File: config.mk
export PLATFORM = sky130hd
export DESIGN_NAME = frame_dual_crc_checker_unit
export DESIGN_NICKNAME = d
export VERILOG_FILES = /design/src/fdcc_pkg.sv /design/src/fdcc_cfg.sv /design/src/fdcc_frame.sv /design/src/frame_dual_crc_checker_unit.sv
export SDC_FILE = /design/constraint.sdc
export NUM_CORES = 1
export LEC_CHECK = 0
export BUFFER_PORTS_ARGS = -buffer_cell sky130_fd_sc_hd__clkbuf_2
export CAP_MARGIN = 20
export CORE_ASPECT_RATIO = 1.5
export CORE_MARGIN = 5
export CORE_UTILIZATION = 50
export DETAILED_ROUTE_END_ITERATION = 10
export PLACE_DENSITY_LB_ADDON = 0.1
export SLEW_MARGIN = 20
export SYNTH_ARGS = -nofsm -noshare
export SYNTH_HDL_FRONTEND = slang
export SYNTH_HIERARCHICAL = 1
export SYNTH_SLANG_ARGS = --single-unit
File: constraint.sdc
create_clock -name i_clk -period 6.5 [get_ports i_clk]
set_input_delay 1.625 -clock i_clk [delete_from_list [all_inputs] [get_ports i_clk]]
set_output_delay 1.625 -clock i_clk [all_outputs]
set_load 0.05 [all_outputs]
File: src/fdcc_pkg.sv
package fdcc_pkg;

    localparam int HEADER_BYTES = 7;

    localparam logic [15:0] HDR_END       = 16'(HEADER_BYTES);
    localparam logic [15:0] HDR_CRC_HI    = 16'(HEADER_BYTES + 1);
    localparam logic [15:0] MIN_FRAME_LEN = 16'(HEADER_BYTES + 6);
    localparam logic [15:0] LEN_LO_IDX    = 16'd2;
    localparam logic [15:0] LEN_HI_IDX    = 16'd3;
    localparam logic [15:0] BODY_MIN_IDX  = 16'd4;

    localparam logic [15:0] HDR_POLY  = 16'h8408;
    localparam logic [31:0] BODY_POLY = 32'hEDB88320;

    localparam logic [15:0] HDR_SEED_RST  = 16'h4C49;
    localparam logic [31:0] BODY_SEED_RST = 32'h564F580A;
    localparam logic [15:0] MAX_LEN_RST   = 16'd1404;

    localparam logic [1:0] REG_HDR_SEED  = 2'd0;
    localparam logic [1:0] REG_BODY_SEED = 2'd1;
    localparam logic [1:0] REG_MAX_LEN   = 2'd2;

    localparam logic [1:0] ST_CHECKED   = 2'd0;
    localparam logic [1:0] ST_BAD_LEN   = 2'd1;
    localparam logic [1:0] ST_CUT_SHORT = 2'd2;

    typedef struct packed {
        logic [15:0] hdr_seed;
        logic [31:0] body_seed;
        logic [15:0] max_len;
    } t_cfg;

    typedef struct packed {
        logic [15:0] frame_length;
        logic [1:0]  status;
        logic        body_ok;
        logic        header_ok;
        logic        passed;
    } t_result;

    function automatic logic [15:0] hdr_update(input logic [15:0] c, input logic [7:0] b);
        logic [15:0] v;
        v = c ^ {8'h00, b};
        for (int k = 0; k < 8; k++) begin
            v = v[0] ? ((v >> 1) ^ HDR_POLY) : (v >> 1);
        end
        return v;
    endfunction

    function automatic logic [31:0] body_update(input logic [31:0] c, input logic [7:0] b);
        logic [31:0] v;
        v = c ^ {24'h000000, b};
        for (int k = 0; k < 8; k++) begin
            v = v[0] ? ((v >> 1) ^ BODY_POLY) : (v >> 1);
        end
        return v;
    endfunction

endpackage

File: src/fdcc_cfg.sv
module fdcc_cfg
    import fdcc_pkg::*;
(
    input  logic        i_clk,
    input  logic        i_rst_n,
    input  logic        i_wr,
    input  logic [1:0]  i_index,
    input  logic [31:0] i_data,
    output t_cfg        o_cfg
);

    t_cfg r_cfg;

    always_ff @(posedge i_clk) begin
        if (!i_rst_n) begin
            r_cfg.hdr_seed  <= HDR_SEED_RST;
            r_cfg.body_seed <= BODY_SEED_RST;
            r_cfg.max_len   <= MAX_LEN_RST;
        end else if (i_wr) begin
            case (i_index)
                REG_HDR_SEED:  r_cfg.hdr_seed  <= i_data[15:0];
                REG_BODY_SEED: r_cfg.body_seed <= i_data;
                REG_MAX_LEN:   r_cfg.max_len   <= i_data[15:0];
                default: ;
            endcase
        end
    end

    assign o_cfg = r_cfg;

endmodule

File: src/fdcc_frame.sv
module fdcc_frame
    import fdcc_pkg::*;
(
    input  logic       i_clk,
    input  logic       i_rst_n,
    input  t_cfg       i_cfg,
    input  logic       i_accept,
    input  logic [7:0] i_octet,
    input  logic       i_start,
    output logic       o_res_valid,
    output t_result    o_res
);

    logic        r_in_frame;
    logic [15:0] r_count;
    logic [15:0] r_len;
    logic [15:0] r_hcrc;
    logic [31:0] r_bcrc;
    logic [15:0] r_rx_hcrc;
    logic [31:0] r_rx_bcrc;

    logic        n_in_frame;
    logic [15:0] n_count;
    logic [15:0] n_len;
    logic [15:0] n_hcrc;
    logic [31:0] n_bcrc;
    logic [15:0] n_rx_hcrc;
    logic [31:0] n_rx_bcrc;

    logic        active;
    logic [15:0] idx;
    logic [15:0] len_cur;
    logic [15:0] hcrc_cur;
    logic [31:0] bcrc_cur;
    logic [15:0] rx_hcrc_cur;
    logic [31:0] rx_bcrc_cur;
    logic        bad_len;
    logic        done;
    logic        in_body;
    logic        cut;
    logic        hok;
    logic        bok;

    always_comb begin
        active      = i_start | r_in_frame;
        cut         = i_start & r_in_frame;
        idx         = i_start ? 16'd0 : r_count;
        len_cur     = i_start ? 16'd0 : r_len;
        hcrc_cur    = i_start ? i_cfg.hdr_seed : r_hcrc;
        bcrc_cur    = i_start ? ~i_cfg.body_seed : r_bcrc;
        rx_hcrc_cur = i_start ? 16'd0 : r_rx_hcrc;
        rx_bcrc_cur = i_start ? 32'd0 : r_rx_bcrc;

        n_len = len_cur;
        if (idx == LEN_LO_IDX) begin
            n_len = {len_cur[15:8], i_octet};
        end else if (idx == LEN_HI_IDX) begin
            n_len = {i_octet, len_cur[7:0]};
        end

        n_hcrc    = hcrc_cur;
        n_rx_hcrc = rx_hcrc_cur;
        if (idx < HDR_END) begin
            n_hcrc = hdr_update(hcrc_cur, i_octet);
        end else if (idx == HDR_END) begin
            n_rx_hcrc = {rx_hcrc_cur[15:8], i_octet};
        end else if (idx == HDR_CRC_HI) begin
            n_rx_hcrc = {i_octet, rx_hcrc_cur[7:0]};
        end

        bad_len = (idx == LEN_HI_IDX) &&
                  ((n_len < MIN_FRAME_LEN) || (n_len > i_cfg.max_len));

        in_body   = (idx <= LEN_HI_IDX) || (({1'b0, idx} + 17'd4) < {1'b0, n_len});
        n_bcrc    = in_body ? body_update(bcrc_cur, i_octet) : bcrc_cur;
        n_rx_bcrc = in_body ? rx_bcrc_cur : {i_octet, rx_bcrc_cur[31:8]};

        done = !bad_len && (idx >= BODY_MIN_IDX) &&
               (({1'b0, idx} + 17'd1) == {1'b0, n_len});
        hok  = (n_hcrc == n_rx_hcrc);
        bok  = (~n_bcrc == n_rx_bcrc);

        n_in_frame = active && !bad_len && !done;
        n_count    = idx + 16'd1;

        o_res_valid = i_accept && (cut || (active && (bad_len || done)));
        o_res       = '0;
        if (cut) begin
            o_res.status       = ST_CUT_SHORT;
            o_res.frame_length = r_len;
        end else if (bad_len) begin
            o_res.status       = ST_BAD_LEN;
            o_res.frame_length = n_len;
        end else begin
            o_res.status       = ST_CHECKED;
            o_res.frame_length = n_len;
            o_res.header_ok    = hok;
            o_res.body_ok      = bok;
            o_res.passed       = hok & bok;
        end
    end

    always_ff @(posedge i_clk) begin
        if (!i_rst_n) begin
            r_in_frame <= 1'b0;
            r_count    <= '0;
            r_len      <= '0;
            r_hcrc     <= '0;
            r_bcrc     <= '0;
            r_rx_hcrc  <= '0;
            r_rx_bcrc  <= '0;
        end else if (i_accept && active) begin
            r_in_frame <= n_in_frame;
            r_count    <= n_count;
            r_len      <= n_len;
            r_hcrc     <= n_hcrc;
            r_bcrc     <= n_bcrc;
            r_rx_hcrc  <= n_rx_hcrc;
            r_rx_bcrc  <= n_rx_bcrc;
        end
    end

endmodule

File: src/frame_dual_crc_checker_unit.sv
// Channel   Direction  Contents
// s_axis    in         tdata: octet[7:0]; tuser: frame_start
// m_axis    out        tdata: passed, header_ok, body_ok, status[1:0], frame_length[15:0]
// cfg       in         index 0 header seed, 1 body seed, 2 max frame length
//
// One byte per cycle while s_axis is not stalled; each byte updates the CRC state in the cycle it is taken.
// A verdict appears on m_axis in the cycle after the byte that ends its frame.
// Output register drains while new bytes enter; s_axis stalls only when the
// verdict register is full and m_axis is not ready.
// Synchronous active-low reset restores register defaults and closes any frame.
module frame_dual_crc_checker_unit
    import fdcc_pkg::*;
(
    input  logic        i_clk,
    input  logic        i_rst_n,
    input  logic        i_s_axis_tvalid,
    output logic        o_s_axis_tready,
    input  logic [7:0]  i_s_axis_tdata,   // octet[7:0]
    input  logic        i_s_axis_tuser,   // frame_start
    output logic        o_m_axis_tvalid,
    input  logic        i_m_axis_tready,
    output logic [23:0] o_m_axis_tdata,   // passed, header_ok, body_ok, status[4:3],
                                          // frame_length[20:5], zero[23:21]
    input  logic        i_cfg_valid,
    output logic        o_cfg_ready,
    input  logic [1:0]  i_cfg_index,
    input  logic [31:0] i_cfg_data
);

    t_cfg    cfg;
    t_result res;
    logic    res_valid;
    logic    accept;
    logic    r_out_valid;
    t_result r_out;

    assign o_cfg_ready     = 1'b1;
    assign o_s_axis_tready = !r_out_valid || i_m_axis_tready;
    assign accept          = i_s_axis_tvalid && o_s_axis_tready;

    fdcc_cfg u_cfg (
        .i_clk   (i_clk),
        .i_rst_n (i_rst_n),
        .i_wr    (i_cfg_valid),
        .i_index (i_cfg_index),
        .i_data  (i_cfg_data),
        .o_cfg   (cfg)
    );

    fdcc_frame u_frame (
        .i_clk       (i_clk),
        .i_rst_n     (i_rst_n),
        .i_cfg       (cfg),
        .i_accept    (accept),
        .i_octet     (i_s_axis_tdata),
        .i_start     (i_s_axis_tuser),
        .o_res_valid (res_valid),
        .o_res       (res)
    );

    always_ff @(posedge i_clk) begin
        if (!i_rst_n) begin
            r_out_valid <= 1'b0;
        end else if (res_valid) begin
            r_out_valid <= 1'b1;
        end else if (i_m_axis_tready) begin
            r_out_valid <= 1'b0;
        end
    end

    always_ff @(posedge i_clk) begin
        if (res_valid) begin
            r_out <= res;
        end
    end

    assign o_m_axis_tvalid = r_out_valid;
    assign o_m_axis_tdata  = {3'b000, r_out};

endmodule

==> results.json, run 1 <==
{
  "syn_to_final_growth_pct": 10.1,
  "post-synth-top-count-cell": "nand2_1",
  "antenna_left": 0,
  "synthArstFlopShare_pct": 0,
  "syn_area_sq_um": 14500,
  "cp_max_fo": 19,
  "tightestPinTransition_ns": 1.06,
  "synth_area_leader_cell": "dfxtp_1",
  "synth_cells": 1721,
  "clock_latency_ns": 0.54,
  "grt_pass1_vias": 12400,
  "drive_above_1_share_pct": 12.1,
  "ys_seq_area_share_pct": 31.2,
  "hold_viol": 0,
  "endpoint_kind": "flip-flop",
  "synth_top_flop_cell": "dfxtp_1",
  "h-tree-depth": 1,
  "core_area_sq_um": 28700,
  "min_period_ns": 5.63,
  "clockBufferDepth": 3,
  "drc_errors": 0,
  "worst_setup_path_start_kind": "input pin",
  "critPathArrivalTime_ns": 5.85,
  "syn_area_per_cell_sq_um": 8.42,
  "dp_hpwl_mm": 38.6,
  "cts_sinks": 215,
  "grt_pass1_wl_mm": 76.2,
  "numCtsBuffers": 23,
  "die_y_um": 219,
  "cp_top_family": "compound AO/OA/AOI/OAI gates",
  "status": "complete, no violations",
  "slew_headroom_pct": 29.5,
  "timing.fmax_mhz": 178,
  "dieWidth_um": 149,
  "grt_max_degree": 154,
  "pin_count": 75,
  "power_density_nw_per_um2": 259,
  "skew_ns": 0.0252,
  "hold_path.class": "flip-flop to flip-flop",
  "ys_seq_elements": 215,
  "vias": 12800,
  "drtIter0Drc": 949,
  "cap_violations": 0,
  "synth_edf_count": 21,
  "rows": 76,
  "cp_slowest_cell": "a31oi_1",
  "drv_slew": 0,
  "cts_root_buf": "clkbuf_16",
  "rsz0062_at_grt": "no",
  "leakage_nw": 6.68,
  "grt.total_usage_pct": 31.1,
  "clk_pin_slew_worst_paths_ns": 0.06,
  "setup_slack_ns": 0.870,
  "cts_resized": 0,
  "worst_ep_required_time_ns": 6.72,
  "wirelength_mm": 51.6,
  "cp_num_buf_inv": 6,
  "cts_setup_buffers": 0,
  "synth_area_leaders": "dfxtp_1 (27%), xnor2_1 (6.5%), mux2i_1 (5.9%), nand2_1 (5.2%), edfxtp_1 (4.4%)",
  "synth_common_cells": "nand2_1 (201), dfxtp_1 (194), xnor2_1 (108), a21oi_1 (100), nor2_1 (95)",
  "pre_cts_ws_ns": 0.387,
  "gp_congestion": 1.02,
  "firstDrtPassIters": 8,
  "antenna_found_initial": 0,
  "start_util_pct": 50.5,
  "diodes": 0,
  "synth_warnings": 6,
  "ys_types": 99,
  "wl_per_cell_um": 24.1,
  "setup_viol": 0,
  "yosys.area.top_type_share_pct": 26.8,
  "ctsHoldBuffers": 0,
  "port-buffer-count": 70,
  "max_stage_delay_ns": 0.54,
  "die-area_sq_um": 32600,
  "routed_via_density": 5.98,
  "tns_ns": 0,
  "cts_tree": "built",
  "peakVddDrop_v": 0.000222,
  "post-route-period-util_pct": 86.6,
  "nets": 1812,
  "crit_top_cell": "buf_4",
  "grt_overflow": 0,
  "crit_type": "input pin to flip-flop",
  "cp_cell_sequence": "buf_6 > nor2b_1 > buf_4 > inv_1 > ha_1 > nand2_1 > or3_1 > a31oi_1 > buf_4 > inv_1 > ha_1 > and4_1 > nand4_1 > o311a_1 > o21ai_0 > o21ai_0 > a211o_1 > a31oi_2 > buf_4"
}
[worst register-to-register path, delay by kind of cell (launching register included)]
kind                       cells  cell delay, ns
AOI/OAI and AO/OA              6            1.68
and+or+nand+nor                4            1.19
buffers and inverters          4            0.64
DFF                            1            0.55
adders and majority gates      2            0.52
[report_power, final]
group | switching [W] | total (W) | internal (W)
combinational | 0.000770 | 0.00125 | 0.000484
sequential | 0.0000697 | 0.00147 | 0.00140
clock | 0.000588 | 0.00141 | 0.000820
[metrics by stage]
step | utilization (%) | cell area [sq um] | instances | total power, W | hold WS (ns)
CTS | 55.5 | 15900 | 2139 | 0.00413 | 0.464
floorplan | - | 14500 | 1723 | 0.00232 | 0.434
global route | 55.5 | 15900 | 2139 | 0.00429 | 0.484
global placement | 52.7 | 15100 | 2098 | 0.00271 | 0.450
finish | 55.5 | 15900 | 2139 | 0.00413 | 0.463
detailed placement | 52.7 | 15100 | 2098 | 0.00272 | 0.455
[area by class of cell]
| cell class | instances | area (sq um) |
|---|---|---|
| Timing Repair Buffer | 119 | 756 |
| Sequential cell | 215 | 4510 |
| Inverter | 67 | 251 |
| Multi-Input combinational cell | 1307 | 9130 |
| Fill cell | 2744 | 12800 |
| Tap cell | 390 | 488 |
| Clock buffer | 27 | 621 |
| Clock inverter | 14 | 189 |
[layout by cell type (no fill, tap or decap), types with 9 or more instances in the layout]
cell	synthesis	layout
nand2_1	201	201
and2_1	19	19
edfxtp_1	21	21
xor2_1	58	58
o211ai_1	23	23
o211a_1	32	32
clkbuf_16	0	23
a21oi_1	100	99
inv_1	63	63
nor4_1	9	9
nand4_1	18	18
nor2_1	95	95
clkbuf_2	0	68
o22ai_1	11	11
o21ai_0	90	89
buf_4	12	47
a31oi_1	13	12
a22oi_1	59	59
nor3_1	23	22
nand4b_1	16	16
nor3b_1	24	24
dfxtp_1	194	194
nand3_1	28	28
xnor3_1	12	12
ha_1	31	31
a21boi_0	12	12
nor2b_1	88	88
mux2i_1	85	85
xnor2_1	108	108
[final timing paths]
kind,endpoint,from,slack [ns],cells past startpoint
worst min register to register,u_cfg/o_cfg[7]$_SDFFE_PN0P_,u_cfg/o_cfg[7]$_SDFFE_PN0P_,0.46,2
worst min-delay path,u_cfg/o_cfg[7]$_SDFFE_PN0P_,u_cfg/o_cfg[7]$_SDFFE_PN0P_,0.46,2
worst max register to register,o_m_axis_tdata[17]$_DFFE_PP_,u_frame/r_count[0]$_SDFFE_PN0P_,1.60,16
worst max-delay path,o_m_axis_tdata[17]$_DFFE_PP_,i_s_axis_tuser,0.87,19
[logic make-up (layout without fill, tap and decap cells)]
logic type / Yosys count / after routing / synth area share (%)
AND/OR/NAND/NOR: 577 / 577 / 20.8
multiplexers: 93 / 93 / 6.65
other: 2 / 4 / 0.0518
adder cells (fa/ha/maj): 33 / 33 / 2.81
AO/OA/AOI/OAI: 411 / 411 / 19.1
flip-flops: 215 / 215 / 31.2
buffers and inverters: 201 / 227 / 6.14
XOR/XNOR: 189 / 189 / 13.3
[routing by layer]
metal	share of wire [%]	wire length, um	global-route usage (%)
met1	34	17800	32.2
met2	53	27100	57.5
met3	4.4	2270	3.32
met4	8.6	4420	22.1
met5	0	0	0
[sequential cells by signal, summed over array words and instances, names as in the netlist]
name / flops
o_m_axis_tdata: 21
u_frame/r_hcrc: 16
u_frame/r_rx_bcrc: 32
o_m_axis_tvalid: 1
u_frame/r_rx_hcrc: 16
u_frame/r_len: 16
u_frame/r_bcrc: 32
u_frame/r_count: 16
u_cfg/o_cfg: 64
u_frame/r_in_frame: 1
Power figures use the tool's default switching activity.
==> run 2: changes to the inputs <==
- BUFFER_PORTS_ARGS: -buffer_cell sky130_fd_sc_hd__clkbuf_2 -> default
- CTS_CLUSTER_DIAMETER: default -> 80
- DONT_BUFFER_PORTS: default -> 1
==> run 2 against run 1 <==
  * Hold slack lost 0.0022 ns
  * Sequential power is essentially flat
  * First-iteration DRC count shrank 8.6%
  * Register-to-register slack lost 0.02 ns
  * Critical endpoint is now o_m_axis_tdata[20]$_DFFE_PP_
  * Largest cell class unchanged
  * Largest power group is now the clock network
==> results.json, run 2 (synthesized netlist as in run 1, its figures left out) <==
{
  "status": "complete, no violations",
  "grt.total_usage_pct": 30.8,
  "slew_headroom_pct": 31.8,
  "pin_count": 75,
  "numCtsBuffers": 24,
  "start_util_pct": 50.5,
  "leakage_nw": 6.33,
  "internal-power_w": 0.00277,
  "worstSetupStartpoint": "i_s_axis_tuser",
  "swShare_pct": 32.8,
  "cts_setup_buffers": 0,
  "grt_pass1_vias": 12200,
  "timing.fmax_mhz": 173,
  "grt_max_degree": 222,
  "drc_errors": 0,
  "wl_per_cell_um": 24.9,
  "seqCellArea_sq_um": 4510,
  "met2_usage_pct": 57.9,
  "firstDrtPassIters": 5,
  "hold_path.class": "flip-flop to flip-flop",
  "min_period_ns": 5.77,
  "critPathArrivalTime_ns": 6.00,
  "placed_area_sq_um": 14600,
  "h-tree-depth": 1,
  "nets": 1729,
  "antenna_found_initial": 0,
  "multi_input_area_sq_um": 9130,
  "mostFrequentLayoutCell": "nand2_1",
  "diodes": 0,
  "vias": 12400,
  "cts_sinks": 215,
  "setup_viol": 0,
  "cts_root_buf": "clkbuf_16",
  "cts_resized": 0,
  "largest_reg_flops": 64,
  "hp-start": "u_cfg/o_cfg[11]$_SDFFE_PN0P_",
  "cap_violations": 0,
  "grt_pass1_wl_mm": 75.8,
  "rows": 76,
  "fillCellCount": 2795,
  "syn_to_final_growth_pct": 7.22,
  "power_frac_seq_pct": 35.8,
  "peakVddDrop_v": 0.000290,
  "use_met3_pct": 3.61,
  "tns_ns": 0,
  "power_density_nw_per_um2": 265,
  "clkPwrFrac_pct": 36.4,
  "timing.rr.start": "u_frame/r_count[3]$_SDFFE_PN0P_",
  "pwr-share-comb_pct": 27.7,
  "layout_common_cells": "nand2_1 (201), dfxtp_1 (194), xnor2_1 (108)",
  "antenna_left": 0,
  "dieWidth_um": 149,
  "tightestPinTransition_ns": 1.02,
  "cts_tree": "built",
  "port-buffer-count": 0,
  "ctsHoldBuffers": 0,
  "die-area_sq_um": 32600,
  "cp_slowest_cell": "or3_1",
  "finalPower_w": 0.00412,
  "post-route-period-util_pct": 88.8,
  "clock_latency_ns": 0.55,
  "skew_ns": 0.0215,
  "grt_overflow": 0,
  "grtUsageMet1_pct": 30.9,
  "endpoint_kind": "flip-flop",
  "p_switching_w": 0.00135,
  "drtIter0Drc": 867,
  "busiest_layer": "met2",
  "cp_num_buf_inv": 3,
  "cp_cell_sequence": "nor2b_1 > inv_1 > ha_1 > nand2_1 > or3_1 > nor2_1 > a31oi_1 > inv_1 > ha_1 > and4_1 > nand4_1 > a2111oi_0 > o21ai_0 > a211o_1 > a31oi_2 > buf_4",
  "drv_slew": 0,
  "worst_ep_required_time_ns": 6.73,
  "worst_setup_path_start_kind": "input pin",
  "drive_above_1_share_pct": 7.73,
  "clockBufferDepth": 3,
  "final_area_sq_um": 15500,
  "cp_top_family": "compound AO/OA/AOI/OAI gates",
  "gp_congestion": 1.02,
  "hold_viol": 0,
  "core_area_sq_um": 28700,
  "max_stage_delay_ns": 0.48,
  "clk_pin_slew_worst_paths_ns": 0.06,
  "crit_type": "input pin to flip-flop",
  "wirelength_mm": 51.3,
  "die_y_um": 219,
  "dp_hpwl_mm": 37.5,
  "cp_max_fo": 201,
  "rsz0062_at_grt": "no",
  "routed_via_density": 6.01
}
run 2: cell types whose count changed in the layout (fill, tap and decap cells not counted), moves of 2 or more:
cell / delta
buf_12: -2
buf_4: -12
buf_6: -2
clkbuf_1: +2
clkbuf_16: +3
clkbuf_2: -68
clkinv_4: -2
run 2: final timing paths:
check | end | slack, ns | cells after the start
hold reg to reg | u_cfg/o_cfg[11]$_SDFFE_PN0P_ | 0.46 | 2
hold / removal | u_cfg/o_cfg[11]$_SDFFE_PN0P_ | 0.46 | 2
setup reg to reg | o_m_axis_tdata[20]$_DFFE_PP_ | 1.58 | 16
setup / recovery | o_m_axis_tdata[20]$_DFFE_PP_ | 0.73 | 16
run 2: worst register-to-register path, cell delays in order (launching register included):
cell,delay (ns)
dfxtp_1,0.49
nor2b_1,0.35
inv_1,0.16
ha_1,0.28
nand2_1,0.13
or3_1,0.48
nor2_1,0.08
a31oi_1,0.36
inv_1,0.09
ha_1,0.30
and4_1,0.24
nand4_1,0.16
a2111oi_0,0.34
o21ai_0,0.23
a211o_1,0.41
a31oi_2,0.22
buf_4,0.29
run 2: power groups by stage:
stage | sequential [W] | combinational [W] | clock [W]
after detailed placement | 0.00150 | 0.00112 | 0
final | 0.00148 | 0.00114 | 0.00150
after floorplan | 0.00147 | 0.000843 | 0
after CTS | 0.00148 | 0.00112 | 0.00153
after global placement | 0.00150 | 0.00112 | 0
after global routing | 0.00148 | 0.00121 | 0.00158
run 2: per-stage QoR:
stage / setup slack (ns) / hold slack [ns] / cells / util [%]
after global routing: 0.691 / 0.482 / 2058 / 54.1
final: 0.729 / 0.461 / 2058 / 54.1
after floorplan: 0.00747 / 0.434 / 1723 / -
after detailed placement: 0.498 / 0.449 / 2014 / 51.0
after CTS: 1.05 / 0.464 / 2058 / 54.1
after global placement: 0.506 / 0.449 / 2014 / 51.0
run 2: final cells by class:
type                    instances  area share [%]
multi-input cells            1307            58.8
flip-flops and latches        215            29.1
clock buffers                  33            4.61
well taps                     390            3.14
repair buffers                 35            1.69
inverters                      67            1.62
clock inverters                11            1.13
run 2: layer usage:
metal  vias to the layer above  routed length [um]
met1                      5886               17800
met4                         0                4490
li1                       5875                   -
met2                       438               26900
met5                         -                   0
met3                       173                2120
==> run 3: changes to the inputs <==
- CTS_BUF_LIST: default -> sky130_fd_sc_hd__clkbuf_8
==> run 3 against run 2 <==
  * Cell area down 0.77%
  * Critical path depth up 1
  * Fmax up 1.2%
  * First-iteration DRC count down 0.92%
  * Register-to-register slack better by 0.02 ns
  * Final cell count up 0.87%
  * Total power down 4.8%
  * Clock power down 13%
  * Count of clock-buffer cells in the layout up 14
  * Sequential power about the same
  * Sequential share of layout area up 0.23 points
  * Hold slack worse by 0.00064 ns
==> results.json, run 3 (synthesized netlist as in run 1, its figures left out) <==
{
  "vias": 12500,
  "firstDrtPassIters": 5,
  "mostFrequentLayoutCell": "nand2_1",
  "grt_pass1_wl_mm": 76.1,
  "wirelength_mm": 51.3,
  "rsz0062_at_grt": "no",
  "status": "complete, no violations",
  "hold_viol": 0,
  "endpoint_kind": "flip-flop",
  "grt_overflow": 0,
  "cp_num_buf_inv": 4,
  "drtIter0Drc": 859,
  "min_period_ns": 5.70,
  "p_switching_w": 0.00133,
  "drive_above_1_share_pct": 8.30,
  "worst_setup_path_start_kind": "input pin",
  "cp_max_fo": 201,
  "grt_pass1_vias": 12200,
  "cts_setup_buffers": 0,
  "cp_slowest_cell": "or3_1",
  "dp_hpwl_mm": 37.5,
  "h-tree-depth": 2,
  "tns_ns": 0,
  "numCtsBuffers": 36,
  "peakVddDrop_v": 0.000181,
  "cts_tree": "built",
  "cp_cell_sequence": "nor2b_1 > inv_1 > ha_1 > nand2_1 > or3_1 > nor2_1 > a31oi_1 > buf_4 > inv_1 > ha_1 > and4_1 > nand4_1 > a2111oi_0 > o21ai_0 > a211o_1 > a31oi_2 > buf_4",
  "internal-power_w": 0.00259,
  "power_frac_seq_pct": 37.7,
  "core_area_sq_um": 28700,
  "critPathArrivalTime_ns": 5.96,
  "drc_errors": 0,
  "swShare_pct": 33.9,
  "cp_top_family": "simple AND/OR/NAND/NOR gates",
  "crit_type": "input pin to flip-flop",
  "cts_root_buf": "clkbuf_8",
  "cts_resized": 0,
  "leakage_nw": 6.32,
  "clk_pin_slew_worst_paths_ns": 0.06,
  "ctsHoldBuffers": 0,
  "setup_viol": 0,
  "grt_max_degree": 222,
  "worst_ep_required_time_ns": 6.76,
  "cap_violations": 0,
  "syn_to_final_growth_pct": 6.39,
  "tightestPinTransition_ns": 1.01,
  "clkPwrFrac_pct": 33.3,
  "drv_slew": 0,
  "post-route-period-util_pct": 87.7,
  "antenna_left": 0,
  "diodes": 0,
  "die_y_um": 219,
  "max_stage_delay_ns": 0.47,
  "grt.total_usage_pct": 31.1,
  "clockBufferDepth": 3,
  "rows": 76,
  "finalPower_w": 0.00392,
  "power_density_nw_per_um2": 254,
  "seqCellArea_sq_um": 4510,
  "die-area_sq_um": 32600,
  "slew_headroom_pct": 31.9,
  "cts_sinks": 215,
  "layout_common_cells": "nand2_1 (201), dfxtp_1 (194), xnor2_1 (108)",
  "fillCellCount": 2828,
  "skew_ns": 0.0368,
  "gp_congestion": 1.02,
  "antenna_found_initial": 0,
  "hold_path.class": "flip-flop to flip-flop",
  "timing.fmax_mhz": 175,
  "final_core_util_pct": 53.7,
  "port-buffer-count": 0,
  "multi_input_area_sq_um": 9130,
  "pwr-share-comb_pct": 29.1,
  "dieWidth_um": 149,
  "pin_count": 75,
  "wl_per_cell_um": 24.7,
  "start_util_pct": 50.5,
  "nets": 1741,
  "largest_reg_flops": 64,
  "routed_via_density": 6.03,
  "clock_latency_ns": 0.58
}
==> run 3: area by class of cell <==
type,count,area share (%)
multi-input combinational,1307,59.2
tap,390,3.17
inverter,67,1.63
clock buffer,47,4.20
clock inverter,15,0.812
timing repair buffer,35,1.70
sequential,215,29.3
==> run 3: power by group through the flow <==
stage / Combinational [W] / Sequential (W) / Clock [W]
final: 0.00114 / 0.00148 / 0.00131
after global routing: 0.00120 / 0.00148 / 0.00139
after CTS: 0.00112 / 0.00148 / 0.00133
after detailed placement: 0.00112 / 0.00150 / 0
after global placement: 0.00112 / 0.00150 / 0
after floorplan: 0.000843 / 0.00147 / 0
==> run 3: worst reg2reg max path, delay by kind of cell (launching register included) <==
kind / cells / cell delay (ns)
flip-flops: 1 / 0.48
adder cells (fa/ha/maj): 2 / 0.56
AND/OR/NAND/NOR: 8 / 2.28
AO/OA/AOI/OAI: 5 / 1.12
buffers and inverters: 1 / 0.29
==> run 3: per-stage QoR <==
| stage | instances | hold slack (ns) | cell area [sq um] | worst slack, ns |
|---|---|---|---|---|
| finish | 2076 | 0.460 | 15400 | 0.800 |
| floorplan | 1723 | 0.434 | 14500 | 0.00747 |
| global placement | 2014 | 0.449 | 14600 | 0.506 |
| global route | 2076 | 0.482 | 15400 | 0.706 |
| CTS | 2076 | 0.464 | 15400 | 1.09 |
| detailed placement | 2014 | 0.449 | 14600 | 0.498 |
==> run 3: final timing paths <==
check / from / end / slack, ns / cells past startpoint
min reg2reg: u_cfg/o_cfg[11]$_SDFFE_PN0P_ / u_cfg/o_cfg[11]$_SDFFE_PN0P_ / 0.46 / 2
max reg2reg: u_frame/r_count[1]$_SDFFE_PN0P_ / o_m_axis_tdata[0]$_DFFE_PP_ / 1.60 / 16
min: u_cfg/o_cfg[11]$_SDFFE_PN0P_ / u_cfg/o_cfg[11]$_SDFFE_PN0P_ / 0.46 / 2
max: i_s_axis_tuser / o_m_axis_tdata[12]$_DFFE_PP_ / 0.80 / 17
==> run 3: metal layers <==
layer	vias to the layer above	track usage, %	part of all wire (%)
met5	-	0	0
met2	416	58.5	53
met3	188	4.09	3.8
li1	5928	-	-
met1	5982	30.6	34
met4	0	22.5	8.9
